### config.mk
export PLATFORM = sky130hd
export DESIGN_NAME = rbi_merge
export DESIGN_NICKNAME = d
export VERILOG_FILES = /design/src/rtl/ray_box_intersect_defines.svh /design/src/rtl/rbi_pkg.sv /design/src/rtl/rbi_merge.sv
export SDC_FILE = /design/constraint.sdc
export NUM_CORES = 1
export LEC_CHECK = 0
export ABC_AREA = 1
export BUFFER_PORTS_ARGS = -buffer_cell sky130_fd_sc_hd__clkbuf_2
export CORE_AREA = 2 2 207 209
export DETAILED_ROUTE_END_ITERATION = 6
export DIE_AREA = 0 0 209 211
export PLACE_DENSITY_LB_ADDON = 0.15
export SLEW_MARGIN = 20
export SYNTH_ARGS = -nofsm -noshare
export SYNTH_HDL_FRONTEND = slang
export SYNTH_SLANG_ARGS = --single-unit
### constraint.sdc
create_clock -name clk -period 6.3 [get_ports clk]
set_input_delay 0.945 -clock clk [delete_from_list [all_inputs] [get_ports clk]]
set_output_delay 0.945 -clock clk [all_outputs]
set_load 0.03 [all_outputs]
### src/rtl/ray_box_intersect_defines.svh
// Assertion macros used by the ray box intersection top level.
`ifndef RAY_BOX_INTERSECT_DEFINES_SVH
`define RAY_BOX_INTERSECT_DEFINES_SVH

// Check that a condition implies another in the same cycle.
`define RBI_ASSERT_SAME(label, lhs, rhs, msg) \
    label: assert property (@(posedge clk) disable iff (!rst_n) (lhs) |-> (rhs)) \
        else $error(msg);

// Check that a condition implies another in the next cycle.
`define RBI_ASSERT_NEXT(label, lhs, rhs, msg) \
    label: assert property (@(posedge clk) disable iff (!rst_n) (lhs) |=> (rhs)) \
        else $error(msg);

`endif

### src/rtl/rbi_pkg.sv
// Shared constants and types of the ray box intersection block.
package rbi_pkg;

    localparam int COORD_BITS = 32;
    localparam int NUM_AXES   = 3;
    localparam int SIDE_BITS  = 3 * COORD_BITS + 1;

    typedef logic [1:0] axis_t;

    typedef enum logic [1:0] {
        STATUS_MISS   = 2'd0,
        STATUS_HIT    = 2'd1,
        STATUS_INSIDE = 2'd2
    } status_t;

    typedef struct packed {
        logic  miss;
        logic  in_box;
        logic  nocand;
        axis_t win;
    } meta_t;

endpackage

### src/rtl/rbi_merge.sv
// Off-plane coordinates, box check and result register.
module rbi_merge #(
    parameter int C = rbi_pkg::COORD_BITS
) (
    input  logic                clk,
    input  logic                en,
    input  rbi_pkg::meta_t      meta,
    input  logic signed [C-1:0] planew,
    input  logic [C+1:0]        q [rbi_pkg::NUM_AXES],
    input  logic [3*C:0]        side [rbi_pkg::NUM_AXES],
    output rbi_pkg::status_t    status_reg,
    output logic signed [C-1:0] hit_reg [rbi_pkg::NUM_AXES]
);
    import rbi_pkg::*;

    localparam int HW = C + 3;

    logic signed [HW-1:0] qs [NUM_AXES];
    logic signed [HW-1:0] hit [NUM_AXES];
    logic signed [C-1:0]  o [NUM_AXES];
    logic signed [C-1:0]  mn [NUM_AXES];
    logic signed [C-1:0]  mx [NUM_AXES];
    logic signed [C-1:0]  val [NUM_AXES];
    logic                 bad [NUM_AXES];
    status_t              status_next;
    logic signed [C-1:0]  hit_next [NUM_AXES];

    always_comb
    begin
        for (int j = 0; j < NUM_AXES; j++)
        begin
            mx[j]  = $signed(side[j][C-1:0]);
            mn[j]  = $signed(side[j][2*C-1:C]);
            o[j]   = $signed(side[j][3*C-1:2*C]);
            qs[j]  = $signed({1'b0, q[j]});
            hit[j] = HW'(o[j]) + (side[j][3*C] ? -qs[j] : qs[j]);
            bad[j] = (axis_t'(j) != meta.win) &&
                     ((hit[j] < HW'(mn[j])) || (hit[j] > HW'(mx[j])));
            val[j] = (axis_t'(j) == meta.win) ? planew : hit[j][C-1:0];
        end
        status_next = STATUS_MISS;
        for (int j = 0; j < NUM_AXES; j++)
            hit_next[j] = '0;
        if (!meta.miss)
        begin
            if (meta.in_box)
            begin
                status_next = STATUS_INSIDE;
                for (int j = 0; j < NUM_AXES; j++)
                    hit_next[j] = o[j];
            end
            else if (!meta.nocand && !(bad[0] || bad[1] || bad[2]))
            begin
                status_next = STATUS_HIT;
                for (int j = 0; j < NUM_AXES; j++)
                    hit_next[j] = val[j];
            end
        end
    end

    always_ff @(posedge clk)
    begin
        if (en)
        begin
            status_reg <= status_next;
            for (int j = 0; j < NUM_AXES; j++)
                hit_reg[j] <= hit_next[j];
        end
    end
endmodule

==> results.py <==
metrics = {
    "cells_and_area": {
        "area_growth_pct": 28.1,
        "n_fill_cell": 4198,
        "stdcell_area_um2": 26300,
        "nets": 4850,
        "layout-drive-gt1-share_pct": 20.9,
        "largest_reg_flops": 96,
        "fin_cells": 4636,
    },
    "timing": {
        "hold_viol": 0,
        "min_period_ps": 6090,
        "worst-slew-pin-transition_ps": 1410,
        "setup-violations-final": 0,
        "slew_headroom_pct": 5.57,
        "setup-tns-final_ps": 0,
        "slew_viol_final": 0,
        "max_freq_mhz": 164,
        "fin_crit_sh_pct": 96.7,
    },
    "yosys": {
        "yosysMostFrequentCell": "nand2_1",
        "synth_cell_types": 47,
        "yosysWarnings": 0,
        "synth-edff-count": 98,
        "syn_nets": 4179,
        "synth_top_area_share_pct": 20.0,
        "synth_seq_cells": 98,
        "syn_avg_cell_area_um2": 6.01,
        "synth_flop_cell": "edfxtp_1",
        "synth.yosys.seq_area_share_pct": 14.3,
        "ys_async_sr_fraction_pct": 0,
        "yosysTopAreaCell": "ha_1",
        "synth_area_leaders": "ha_1 (20%), nand2_1 (18%), edfxtp_1 (14%), inv_1 (11%), nor2_1 (5.6%)",
        "synthCells": 3416,
        "netlist_area_um2": 20500,
        "ys_top_cells_by_count": "nand2_1 (990), inv_1 (626), ha_1 (328), nor2_1 (304), a21oi_1 (215)",
    },
    "cts": {
        "numCtsBuffers": 9,
        "h-tree-depth": 3,
        "cts_root_buffer": "clkbuf_16",
        "holdBufCountCts": 0,
        "cts_sinks": 98,
        "cts_buffer_depth": 2,
        "cts.clk_slew.worst_paths_ps": 80,
        "cts_tree": "built",
    },
    "die": {
        "rows": 75,
        "initial_core_util_pct": 49.2,
        "core_area_um2": 41800,
        "die_w_um": 209,
        "die_y_um": 211,
        "io_pins": 530,
        "dieArea_um2": 44100,
    },
    "outcome": {
        "violations": "design-rule violations",
        "status": "complete, but fails checks",
    },
    "global_route": {
        "antenna_found_initial": 5,
        "grtUsageTotal_pct": 39.2,
        "grt_pass1_wl_mm": 131,
        "grt.overflow.total": 0,
        "grt_pass1_vias": 23337,
        "grt_max_degree": 58,
    },
    "hold_path": {
        "min_path_type": "primary input to flip-flop",
    },
    "routing": {
        "drcViolationCount": 2,
        "dr.pass1.iters": 7,
        "vias": 25554,
        "drt_iter0_markers": 2751,
        "finalWirelength_mm": 93.1,
        "vias_per_cell": 5.51,
        "wire_per_inst_um": 20.1,
        "ant_nets": 0,
    },
    "critical_path": {
        "crit_required_ps": 6440,
        "cp_max_fo": 8,
        "start_kind": "primary input",
        "critPathKind": "primary input to flip-flop",
        "cp_slowest_cell": "nor4_4",
        "crit_path_max_incr_delay_ps": 330,
        "crit_path_end_kind": "flip-flop",
        "arrival_ps": 6230,
    },
    "placed_design": {
        "dp_hpwl_mm": 75.9,
        "gp_congestion": 1.05,
        "place_area_um2": 24900,
        "dp_cells": 4576,
        "port_buffers": 529,
    },
    "pwr": {
        "power.total_mw": 5.57,
        "ir_drop_mv": 0.162,
        "pwr_density_cell_nw_per_um2": 212,
        "cellLeakagePower_nw": 15.2,
    },
    "flow_run": {
        "maxCapViolations": 0,
    },
}
## repair_timing
item / CTS / global route
setup buffers: 0 / 18
gates resized for setup: 0 / 128
endpoints found under the setup margin: 0 / 97
## stage by stage
stage | setup slack (ps) | utilization [%] | hold WS (ps)
final | 210 | 63.0 | 870
after global routing | -86.2 | 63.0 | 894
after CTS | 57.2 | 60.6 | 864
after detailed placement | -301 | 59.7 | 1250
after global placement | -268 | 59.7 | 1250
after floorplan | 853 | - | 1060
## cell usage in the layout, fill, tap and decap left out, types with 7 or more instances in the layout
cell and n:
clkbuf_16 20, nand2_2 13, nor2_2 19, xnor2_1 41, nor2_4 8, buf_12 10
ha_1 323, edfxtp_1 98, xor2_1 99, a31oi_1 10, or2_2 9, nand4_1 128
a21oi_1 203, o21a_1 11, nand3b_1 7, nand3_1 166, buf_6 10, o21ai_0 173
a21oi_2 12, inv_1 622, o21bai_1 12, nand2_1 975, a21o_1 11, o21ai_1 13
nor4_1 14, clkbuf_2 526, buf_4 165, nor3_1 32, nor2_1 278, nand3_2 12
## metal layers
metal / vias up / track usage [%] / share of wire, %
met5: - / 0 / 0.014
met4: 2 / 19.9 / 6.8
met3: 311 / 5.99 / 10
met2: 1504 / 64.9 / 44
met1: 11319 / 49.5 / 39
li1: 12418 / - / -
## power breakdown
group / total [mW] / internal [mW] / switching [mW]
sequential: 0.814 / 0.777 / 0.0362
combinational: 4.07 / 1.49 / 2.58
clock: 0.690 / 0.393 / 0.296
total: 5.57 / 2.66 / 2.91
## cell type report
cell class                 count  area, um^2  share of cell area, %
multi-input combinational   2624       15400                   58.7
antenna                        5        12.5                 0.0475
timing repair buffer         725        4530                   17.2
inverter                     629        2370                   9.00
clock inverter                 7         126                  0.480
sequential                    98        2940                   11.2
clock buffer                   9         225                  0.856
tap                          539         674                   2.56
## critical path, delay by kind of cell
family,cells,cell delay [ps]
simple gates,23,2730
buf+inv,9,1230
fa+ha+maj,3,720
compound gates,2,320
xor+xnor,2,270
## logic make-up after synthesis
family	share of synthesized area [%]
AOI/OAI and AO/OA	12.0
DFF	14.3
xor gates and xnor gates	6.14
buffers and inverters	12.9
and+or+nand+nor	34.4
adders and majority gates	20.3
## path summary, 6_finish.rpt
| kind | start | to | slack, ps | cells past startpoint |
|---|---|---|---|---|
| setup / recovery | q[1] | hit_reg[40] | 210 | 39 |
| hold / removal | side[70] | hit_reg[6] | 870 | 3 |
Power figures use the tool's default switching activity.
