[config.mk]
export PLATFORM = sky130hd
export DESIGN_NAME = rbi_lane
export DESIGN_NICKNAME = d
export VERILOG_FILES = /design/src/rtl/ray_box_intersect_defines.svh /design/src/rtl/rbi_pkg.sv /design/src/rtl/rbi_lane.sv
export SDC_FILE = /design/constraint.sdc
export NUM_CORES = 1
export LEC_CHECK = 0
export BUFFER_PORTS_ARGS = -buffer_cell sky130_fd_sc_hd__buf_2
export CORE_UTILIZATION = 61
export CTS_CLUSTER_SIZE = 14
export DETAILED_ROUTE_END_ITERATION = 10
export GPL_ROUTABILITY_DRIVEN = 0
export PLACE_DENSITY = 0.88
export RECOVER_POWER = 100
export SETUP_SLACK_MARGIN = 0.1
export SYNTH_ARGS = -nofsm -noshare
export SYNTH_HDL_FRONTEND = slang
export SYNTH_SLANG_ARGS = --single-unit
[constraint.sdc]
create_clock -name clk -period 16.7 [get_ports clk]
set_input_delay 4.175 -clock clk [delete_from_list [all_inputs] [get_ports clk]]
set_output_delay 4.175 -clock clk [all_outputs]
set_load 0.01 [all_outputs]
[src/rtl/ray_box_intersect_defines.svh]
// Assertion macros used by the ray box intersection top level.
`ifndef RAY_BOX_INTERSECT_DEFINES_SVH
`define RAY_BOX_INTERSECT_DEFINES_SVH

// Check that a condition implies another in the same cycle.
`define RBI_ASSERT_SAME(label, lhs, rhs, msg) \
    label: assert property (@(posedge clk) disable iff (!rst_n) (lhs) |-> (rhs)) \
        else $error(msg);

// Check that a condition implies another in the next cycle.
`define RBI_ASSERT_NEXT(label, lhs, rhs, msg) \
    label: assert property (@(posedge clk) disable iff (!rst_n) (lhs) |=> (rhs)) \
        else $error(msg);

`endif

[src/rtl/rbi_pkg.sv]
// Shared constants and types of the ray box intersection block.
package rbi_pkg;

    localparam int COORD_BITS = 32;
    localparam int NUM_AXES   = 3;
    localparam int SIDE_BITS  = 3 * COORD_BITS + 1;

    typedef logic [1:0] axis_t;

    typedef enum logic [1:0] {
        STATUS_MISS   = 2'd0,
        STATUS_HIT    = 2'd1,
        STATUS_INSIDE = 2'd2
    } status_t;

    typedef struct packed {
        logic  miss;
        logic  in_box;
        logic  nocand;
        axis_t win;
    } meta_t;

endpackage

[src/rtl/rbi_lane.sv]
// Per-axis slab classification and distance magnitudes.
module rbi_lane #(
    parameter int C = rbi_pkg::COORD_BITS
) (
    input  logic                clk,
    input  logic                en,
    input  logic signed [C-1:0] mn,
    input  logic signed [C-1:0] mx,
    input  logic signed [C-1:0] o,
    input  logic signed [C-1:0] de,
    output logic                cand_reg,
    output logic                miss_reg,
    output logic                outside_reg,
    output logic signed [C-1:0] plane_reg,
    output logic [C:0]          num_reg,
    output logic [C:0]          den_reg,
    output logic                dneg_reg,
    output logic signed [C-1:0] o_reg,
    output logic signed [C-1:0] mn_reg,
    output logic signed [C-1:0] mx_reg
);
    localparam int W = C + 1;

    logic                below, above, outside, miss;
    logic signed [C-1:0] plane;
    logic signed [W-1:0] dn, dd;
    logic [W-1:0]        num, den;

    always_comb
    begin
        below   = o < mn;
        above   = o > mx;
        outside = below || above;
        miss    = below ? (de < mn) : (above && (de > mx));
        plane   = below ? mn : (above ? mx : C'(0));
        dn      = W'(plane) - W'(o);
        dd      = W'(de) - W'(o);
        num     = dn[W-1] ? W'(-dn) : W'(dn);
        den     = dd[W-1] ? W'(-dd) : W'(dd);
    end

    always_ff @(posedge clk)
    begin
        if (en)
        begin
            cand_reg    <= outside && (den != '0);
            miss_reg    <= miss;
            outside_reg <= outside;
            plane_reg   <= plane;
            num_reg     <= num;
            den_reg     <= den;
            dneg_reg    <= dd[W-1];
            o_reg       <= o;
            mn_reg      <= mn;
            mx_reg      <= mx;
        end
    end
endmodule

==> results.json, run 1 <==
{
  "outcome": "finished, violations left",
  "violations": "max-capacitance violations, max-slew violations",
  "multiInputGateArea_mm2": 0.00879,
  "worstHoldStart": "mn[2]",
  "num_rows": 57,
  "cts_made_buffers": 17,
  "hold_class": "primary input to register",
  "power_mw": 1.91,
  "post-place-ws_ps": 5670,
  "slew_violations": 272,
  "hold_depth": 1,
  "post-dp-hpwl_mm": 37.3,
  "clock_sinks": 198,
  "grt_first_pass_wirelength_mm": 72.8,
  "critPathBufInv": 3,
  "post-place-cells": 2132,
  "critPathTopFamily": "compound AO/OA/AOI/OAI gates",
  "pwr-share-seq_pct": 36.6,
  "final.setup.tns_ps": 0,
  "power_switching_mw": 0.739,
  "synth_warnings": 0,
  "io_pins": 328,
  "gr-total-overflow": 0,
  "report.final.hold_viol_count": 0,
  "worst_slew_pin_slew_ps": 6200,
  "power.share.clock_pct": 23.7,
  "max_slew_margin_pct": -313,
  "synth.most_common_cell": "edfxtp_1",
  "die_h_um": 161,
  "ctsResizeCount": 0,
  "drc": 0,
  "leakage_nw": 7.34,
  "arrival_ps": 12580,
  "fmax_mhz": 80.8,
  "hold_buffers": 0,
  "rsz0062_at_grt": "no",
  "routed_wirelength_mm": 47.7,
  "netSwitchingFraction_pct": 38.8,
  "fillers": 1876,
  "register_area_mm2": 0.00595,
  "fin_crit_ps": 12370,
  "grt_pass1_vias": 13700,
  "postCtsSetupBuffers": 0,
  "maxCapViolCount": 4,
  "antenna_found_initial": 4,
  "synth_area_leader_cell": "edfxtp_1",
  "die_area_mm2": 0.0260,
  "synthCells": 1515,
  "drive_gt1_share_pct": 6.90,
  "synth_area_leaders": "edfxtp_1 (38%), ha_1 (16%), xnor2_1 (3.9%)",
  "synth-main-ff-cell": "edfxtp_1",
  "grt_max_degree": 116,
  "drtIter0Drc": 1559,
  "initial_core_util_pct": 62.8,
  "htree_levels": 4,
  "worstSetupPathType": "primary input to register",
  "wl_per_cell_um": 22.0,
  "synth_common_cells": "edfxtp_1 (198), ha_1 (192), inv_1 (134)",
  "path_max_fanout": 35,
  "yosysUniqueCellTypes": 100,
  "synth_edf_count": 198,
  "path_clk_slew_ps": 90,
  "internal_power_mw": 1.17,
  "cp-end-kind": "register",
  "synthToLayoutAreaGrowth_pct": 13.8,
  "yosysTopAreaCellShare_pct": 38.5,
  "cts-root-buf": "clkbuf_16",
  "final_util_pct": 71.5,
  "synth_area_mm2": 0.0155,
  "worstSetupStartpointType": "primary input",
  "final_cells": 2167,
  "grtUsageTotal_pct": 36.1,
  "cp_common_cell": "a21o_1",
  "routed_via_density": 6.54,
  "postRouteAntennaNets": 0,
  "max_stage_delay_ps": 1450,
  "setup_viol": 0,
  "p_comb_share_pct": 39.7,
  "async_flop_share_pct": 0,
  "drtPass1Iterations": 8,
  "yosysSeqAreaShare_pct": 38.5,
  "crit_slowest_cell": "clkbuf_1",
  "holdPathEnd": "mn_reg[2]",
  "fin_crit_sh_pct": 74.1,
  "vdd_drop_max_mv": 0.0791,
  "avgSynthCellArea_um2": 10.2,
  "hold_ws_ps": 3960,
  "synth_nets": 1839,
  "clockBufferDepth": 2,
  "chipWidth_um": 161,
  "tritoncts": "built",
  "ys_seq_elements": 198,
  "nets": 2151,
  "finalInstanceArea_mm2": 0.0176,
  "via_count": 14200,
  "worstPathRequired_ps": 16910,
  "layout_setup_ws_ps": 4330,
  "post_dp_cell_area_mm2": 0.0174,
  "core_mm2": 0.0246,
  "io_buffer_count": 327,
  "p_per_area_mw_per_mm2": 108
}
==> power by group through the flow <==
stage                     Clock (mW)  Sequential [mW]  Combinational [mW]
after CTS                      0.451            0.692               0.769
after global routing           0.469            0.706               0.811
final                          0.452            0.698               0.757
after detailed placement           0            0.703               0.761
after floorplan                    0            0.749               0.463
after global placement             0            0.700               0.734
==> per-layer routing <==
layer | track usage (%) | part of all wire, % | vias to the layer above
met1 | 43.8 | 37 | 6632
met5 | 0 | 0.027 | -
met3 | 7.01 | 9.9 | 210
met2 | 61.5 | 48 | 976
li1 | - | - | 6343
met4 | 18.0 | 4.9 | 2
==> cell type report <==
cell class | instances | share of cell area (%)
repair buffers | 332 | 7.32
clock inverters | 15 | 1.25
flip-flops and latches | 198 | 33.8
multi-input cells | 1144 | 50.0
clock buffers | 17 | 2.42
well taps | 324 | 2.31
inverters | 134 | 2.86
diodes | 3 | 0.0427
==> placed cells by master, fill, tap and decap left out, types with 5 or more instances in the layout <==
| master | instances |
|---|---|
| xor2_1 | 32 |
| a211o_1 | 5 |
| nand3_1 | 32 |
| edfxtp_1 | 198 |
| xnor2_1 | 68 |
| mux2i_1 | 9 |
| nand2b_1 | 19 |
| and3_1 | 12 |
| and2_1 | 9 |
| a22o_1 | 35 |
| a41oi_1 | 6 |
| o211ai_1 | 16 |
| o21ai_1 | 8 |
| a21oi_2 | 6 |
| nor2_1 | 81 |
| o21a_1 | 27 |
| or2_2 | 7 |
| nor3_1 | 35 |
| or3_1 | 17 |
| o21bai_1 | 7 |
| clkinv_8 | 5 |
| o21ai_0 | 62 |
| a31oi_1 | 15 |
| clkbuf_16 | 17 |
| nand2_1 | 68 |
| o31ai_1 | 6 |
| a21o_1 | 73 |
| inv_1 | 134 |
| o21ai_2 | 5 |
| clkbuf_1 | 300 |
| a211oi_1 | 11 |
| a21oi_1 | 106 |
| a2111oi_0 | 6 |
| ha_1 | 192 |
| buf_2 | 32 |
| nor2b_1 | 22 |
| nand4_1 | 41 |
==> worst max path at each step <==
stage	from	endpoint	slack (ps)	cells past startpoint
floorplan	mn[17]	num_reg[31]	6400	31
global placement	mn[1]	num_reg[31]	5950	30
detailed placement	mn[1]	num_reg[31]	5670	30
CTS	mn[1]	num_reg[31]	6090	30
global route	mn[1]	num_reg[30]	4020	27
finish	mn[1]	num_reg[30]	4330	27
==> cell families (layout without fill, tap and decap cells) <==
family / count (synthesis) / after routing / synth area share, %
flops: 198 / 198 / 38.5
compound gates: 443 / 443 / 20.2
other cells: 0 / 3 / 0
fa+ha+maj: 194 / 194 / 15.8
mux: 11 / 11 / 0.745
xor+xnor: 103 / 103 / 5.98
buf+inv: 173 / 498 / 4.57
simple gates: 393 / 393 / 14.3
(Power assumes the default switching activity.)
==> inputs of run 2 (changes only) <==
- CORE_UTILIZATION: 61 -> 51
- PLACE_DENSITY: 0.88 -> 0.78
- clock period: 16.7 -> 11.3 ns (I/O delays scaled with it)
==> results.json, run 2 (synthesized netlist as in run 1, its figures left out) <==
{
  "drc": 0,
  "drtIter0Drc": 1584,
  "cp_common_cell": "a21o_1",
  "clockBufferDepth": 2,
  "setup_viol": 0,
  "postRouteAntennaNets": 0,
  "layout_commonest_cell": "clkbuf_1",
  "fin_crit_sh_pct": 90.1,
  "die_area_mm2": 0.0310,
  "routed_wirelength_mm": 49.0,
  "path_max_fanout": 14,
  "worst_slew_pin_slew_ps": 6580,
  "drtPass1Iterations": 6,
  "die_h_um": 176,
  "initial_core_util_pct": 52.0,
  "post-place-ws_ps": 1590,
  "drive_gt1_share_pct": 7.01,
  "worstSetupStartpointType": "primary input",
  "synthToLayoutAreaGrowth_pct": 13.9,
  "path_clk_slew_ps": 90,
  "io_pins": 328,
  "core_mm2": 0.0297,
  "power.share.clock_pct": 21.5,
  "power_switching_mw": 1.06,
  "ctsResizeCount": 0,
  "leakage_nw": 7.31,
  "antenna_found_initial": 11,
  "clock_sinks": 198,
  "violations": "max-capacitance violations, max-slew violations",
  "outcome": "finished, violations left",
  "report.final.hold_viol_count": 0,
  "chipWidth_um": 176,
  "via_count": 13900,
  "cts-root-buf": "clkbuf_16",
  "max_stage_delay_ps": 860,
  "hold_buffers": 0,
  "slew_violations": 201,
  "p_per_area_mw_per_mm2": 156,
  "post_dp_cell_area_mm2": 0.0174,
  "grt_pass1_vias": 13300,
  "arrival_ps": 10380,
  "final.setup.tns_ps": 0,
  "fin_crit_ps": 10180,
  "critPathBufInv": 4,
  "netSwitchingFraction_pct": 38.7,
  "gr-total-overflow": 0,
  "finalInstanceArea_mm2": 0.0176,
  "p_comb_share_pct": 40.9,
  "routed_via_density": 6.19,
  "rsz0062_at_grt": "no",
  "num_rows": 63,
  "cp-end-kind": "register",
  "internal_power_mw": 1.69,
  "io_buffer_count": 327,
  "postCtsSetupBuffers": 0,
  "pwr-share-seq_pct": 37.6,
  "nets": 2152,
  "grt_max_degree": 125,
  "htree_levels": 4,
  "post-place-cells": 2199,
  "vdd_drop_max_mv": 0.116,
  "max_slew_margin_pct": -338,
  "hold_class": "primary input to register",
  "wl_per_cell_um": 21.9,
  "critPathTopFamily": "compound AO/OA/AOI/OAI gates",
  "final_cell_mix": "clkbuf_1 (298), edfxtp_1 (198), ha_1 (192)",
  "crit_slowest_cell": "nor2b_1",
  "maxCapViolCount": 2,
  "fmax_mhz": 98.2,
  "worstSetupPathType": "primary input to register",
  "tritoncts": "built",
  "grtUsageTotal_pct": 31.1,
  "grt_first_pass_wirelength_mm": 73.6,
  "layout_setup_ws_ps": 1120,
  "post-dp-hpwl_mm": 39.5,
  "worstPathRequired_ps": 11500,
  "cts_made_buffers": 17,
  "final_cells": 2240
}
## run 2: changes by cell type in the layout (fill, tap and decap cells not counted), moves of 3 or more
| cell | previous run | this run |
|---|---|---|
| diode_2 | 3 | 9 |
| clkinv_8 | 5 | 0 |
| clkinv_4 | 0 | 4 |
| inv_12 | 3 | 0 |
## run 2: power by group through the flow
stage               Combinational (mW)  Clock [mW]  Sequential (mW)
floorplan                        0.685           0             1.11
global placement                  1.10           0             1.04
detailed placement                1.13           0             1.04
CTS                               1.14       0.598             1.02
global route                      1.21       0.627             1.04
finish                            1.12       0.592             1.03
## run 2: path summary, 6_finish.rpt
check | startpoint | end | slack, ps | cells after the start
worst max-delay path | mx[17] | num_reg[31] | 1120 | 29
worst min-delay path | mx[28] | mx_reg[28] | 2620 | 1
## run 2: area by class of cell
type	count	area, µm²
fillers	2713	12100
multi-input cells	1144	8800
flip-flops and latches	198	5950
repair buffers	333	1300
inverters	134	503
well taps	390	488
clock buffers	17	425
clock inverters	15	120
diodes	9	22.5
## run 2: routing by layer
| metal | global-route usage (%) | part of all wire [%] |
|---|---|---|
| met5 | 0 | 0.082 |
| met4 | 14.3 | 4.3 |
| met3 | 6.91 | 11 |
| met2 | 50.2 | 46 |
| met1 | 39.7 | 39 |
## run 2: through the flow
step | power, mW | utilization (%) | hold WS, ps
2_1_floorplan | 1.79 | - | 2920
3_3_place_gp | 2.14 | 58.7 | 3030
3_5_place_dp | 2.17 | 58.7 | 3040
4_1_cts | 2.76 | 60.5 | 2570
5_1_grt | 2.88 | 59.2 | 2620
6_report | 2.75 | 59.2 | 2620
==> inputs of run 3 (changes only) <==
- BUFFER_PORTS_ARGS: -buffer_cell sky130_fd_sc_hd__buf_2 -> -buffer_cell sky130_fd_sc_hd__clkbuf_2
==> results.json, run 3 (synthesized netlist as in run 1, its figures left out) <==
{
  "drive_gt1_share_pct": 6.95,
  "crit_slowest_cell": "nor2b_1",
  "max_slew_margin_pct": -344,
  "cts-root-buf": "clkbuf_16",
  "htree_levels": 4,
  "drtIter0Drc": 1511,
  "hold_buffers": 0,
  "maxCapViolCount": 2,
  "ctsResizeCount": 0,
  "hold_class": "primary input to register",
  "grt_first_pass_wirelength_mm": 72.4,
  "antenna_found_initial": 8,
  "synthToLayoutAreaGrowth_pct": 14.2,
  "final.setup.tns_ps": 0,
  "cp_common_cell": "a21o_1",
  "report.final.hold_viol_count": 0,
  "clock_sinks": 198,
  "drc": 0,
  "worstPathRequired_ps": 11500,
  "tritoncts": "built",
  "wl_per_cell_um": 21.7,
  "fin_crit_sh_pct": 90.1,
  "leakage_nw": 7.35,
  "fillers": 2652,
  "path_max_fanout": 14,
  "grtUsageTotal_pct": 30.9,
  "routed_wirelength_mm": 48.5,
  "outcome": "finished, violations left",
  "drtPass1Iterations": 8,
  "post-dp-hpwl_mm": 39.4,
  "fmax_mhz": 98.3,
  "worstSetupStartpointType": "primary input",
  "grt_pass1_vias": 13100,
  "vdd_drop_max_mv": 0.0696,
  "nets": 2152,
  "path_clk_slew_ps": 70,
  "io_pins": 328,
  "die_area_mm2": 0.0310,
  "final_cell_mix": "clkbuf_1 (298), edfxtp_1 (198), ha_1 (192)",
  "arrival_ps": 10370,
  "p_per_area_mw_per_mm2": 158,
  "routed_via_density": 6.22,
  "worstSetupPathType": "primary input to register",
  "die_h_um": 176,
  "register_area_mm2": 0.00595,
  "num_rows": 63,
  "io_buffer_count": 327,
  "cts_made_buffers": 17,
  "core_mm2": 0.0297,
  "rsz0062_at_grt": "no",
  "postCtsSetupBuffers": 0,
  "grt_max_degree": 125,
  "worst_slew_pin_slew_ps": 6660,
  "max_stage_delay_ps": 980,
  "multiInputGateArea_mm2": 0.00880,
  "initial_core_util_pct": 52.0,
  "chipWidth_um": 176,
  "via_count": 13900,
  "postRouteAntennaNets": 0,
  "layout_commonest_cell": "clkbuf_1",
  "violations": "max-capacitance violations, max-slew violations",
  "critPathTopFamily": "compound AO/OA/AOI/OAI gates",
  "cp-end-kind": "register",
  "clockBufferDepth": 2,
  "fin_crit_ps": 10180,
  "setup_viol": 0,
  "slew_violations": 201,
  "critPathBufInv": 3,
  "final_util_pct": 59.4,
  "gr-total-overflow": 0
}
-- run 3: cell count changes in the layout (fill, tap and decap cells not counted), sizes merged, moves of 2 or more --
cell	change
clkinv	-2
bufinv	+3
buf	-31
clkbuf	+32
diode	-4
-- run 3: layout make-up --
type	count	area share [%]
multi-input cells	1144	49.8
diodes	5	0.0709
inverters	134	2.85
repair buffers	333	7.38
clock inverters	14	0.978
flip-flops and latches	198	33.7
clock buffers	18	2.43
well taps	390	2.76
-- run 3: final timing paths --
kind | start | endpoint | cells past startpoint
max | mx[17] | num_reg[31] | 29
min | mx[28] | mx_reg[28] | 1
-- run 3: metal layers --
layer	routed length, µm	vias to the layer above	global-route usage (%)
met5	39	-	0
met4	2190	6	14.2
met3	4760	153	6.98
met2	21800	797	49.2
met1	19700	6595	39.8
li1	-	6346	-
-- run 3: stage by stage --
stage / instances / hold WS, ps / instance area (µm²) / total power, mW / setup slack [ps]
floorplan: 1515 / 2920 / 15500 / 1.79 / 2350
global route: 2234 / 2610 / 17600 / 2.93 / 864
CTS: 2231 / 2570 / 18000 / 2.82 / 1860
detailed placement: 2199 / 3040 / 17400 / 2.18 / 1400
finish: 2236 / 2610 / 17700 / 2.80 / 1120
global placement: 2199 / 3040 / 17400 / 2.14 / 1730
-- run 3: report_power, final --
part           leakage, nW  switching [mW]  internal (mW)
clock network        0.296           0.292          0.352
logic                 5.12           0.714          0.407
registers             1.93          0.0409          0.992
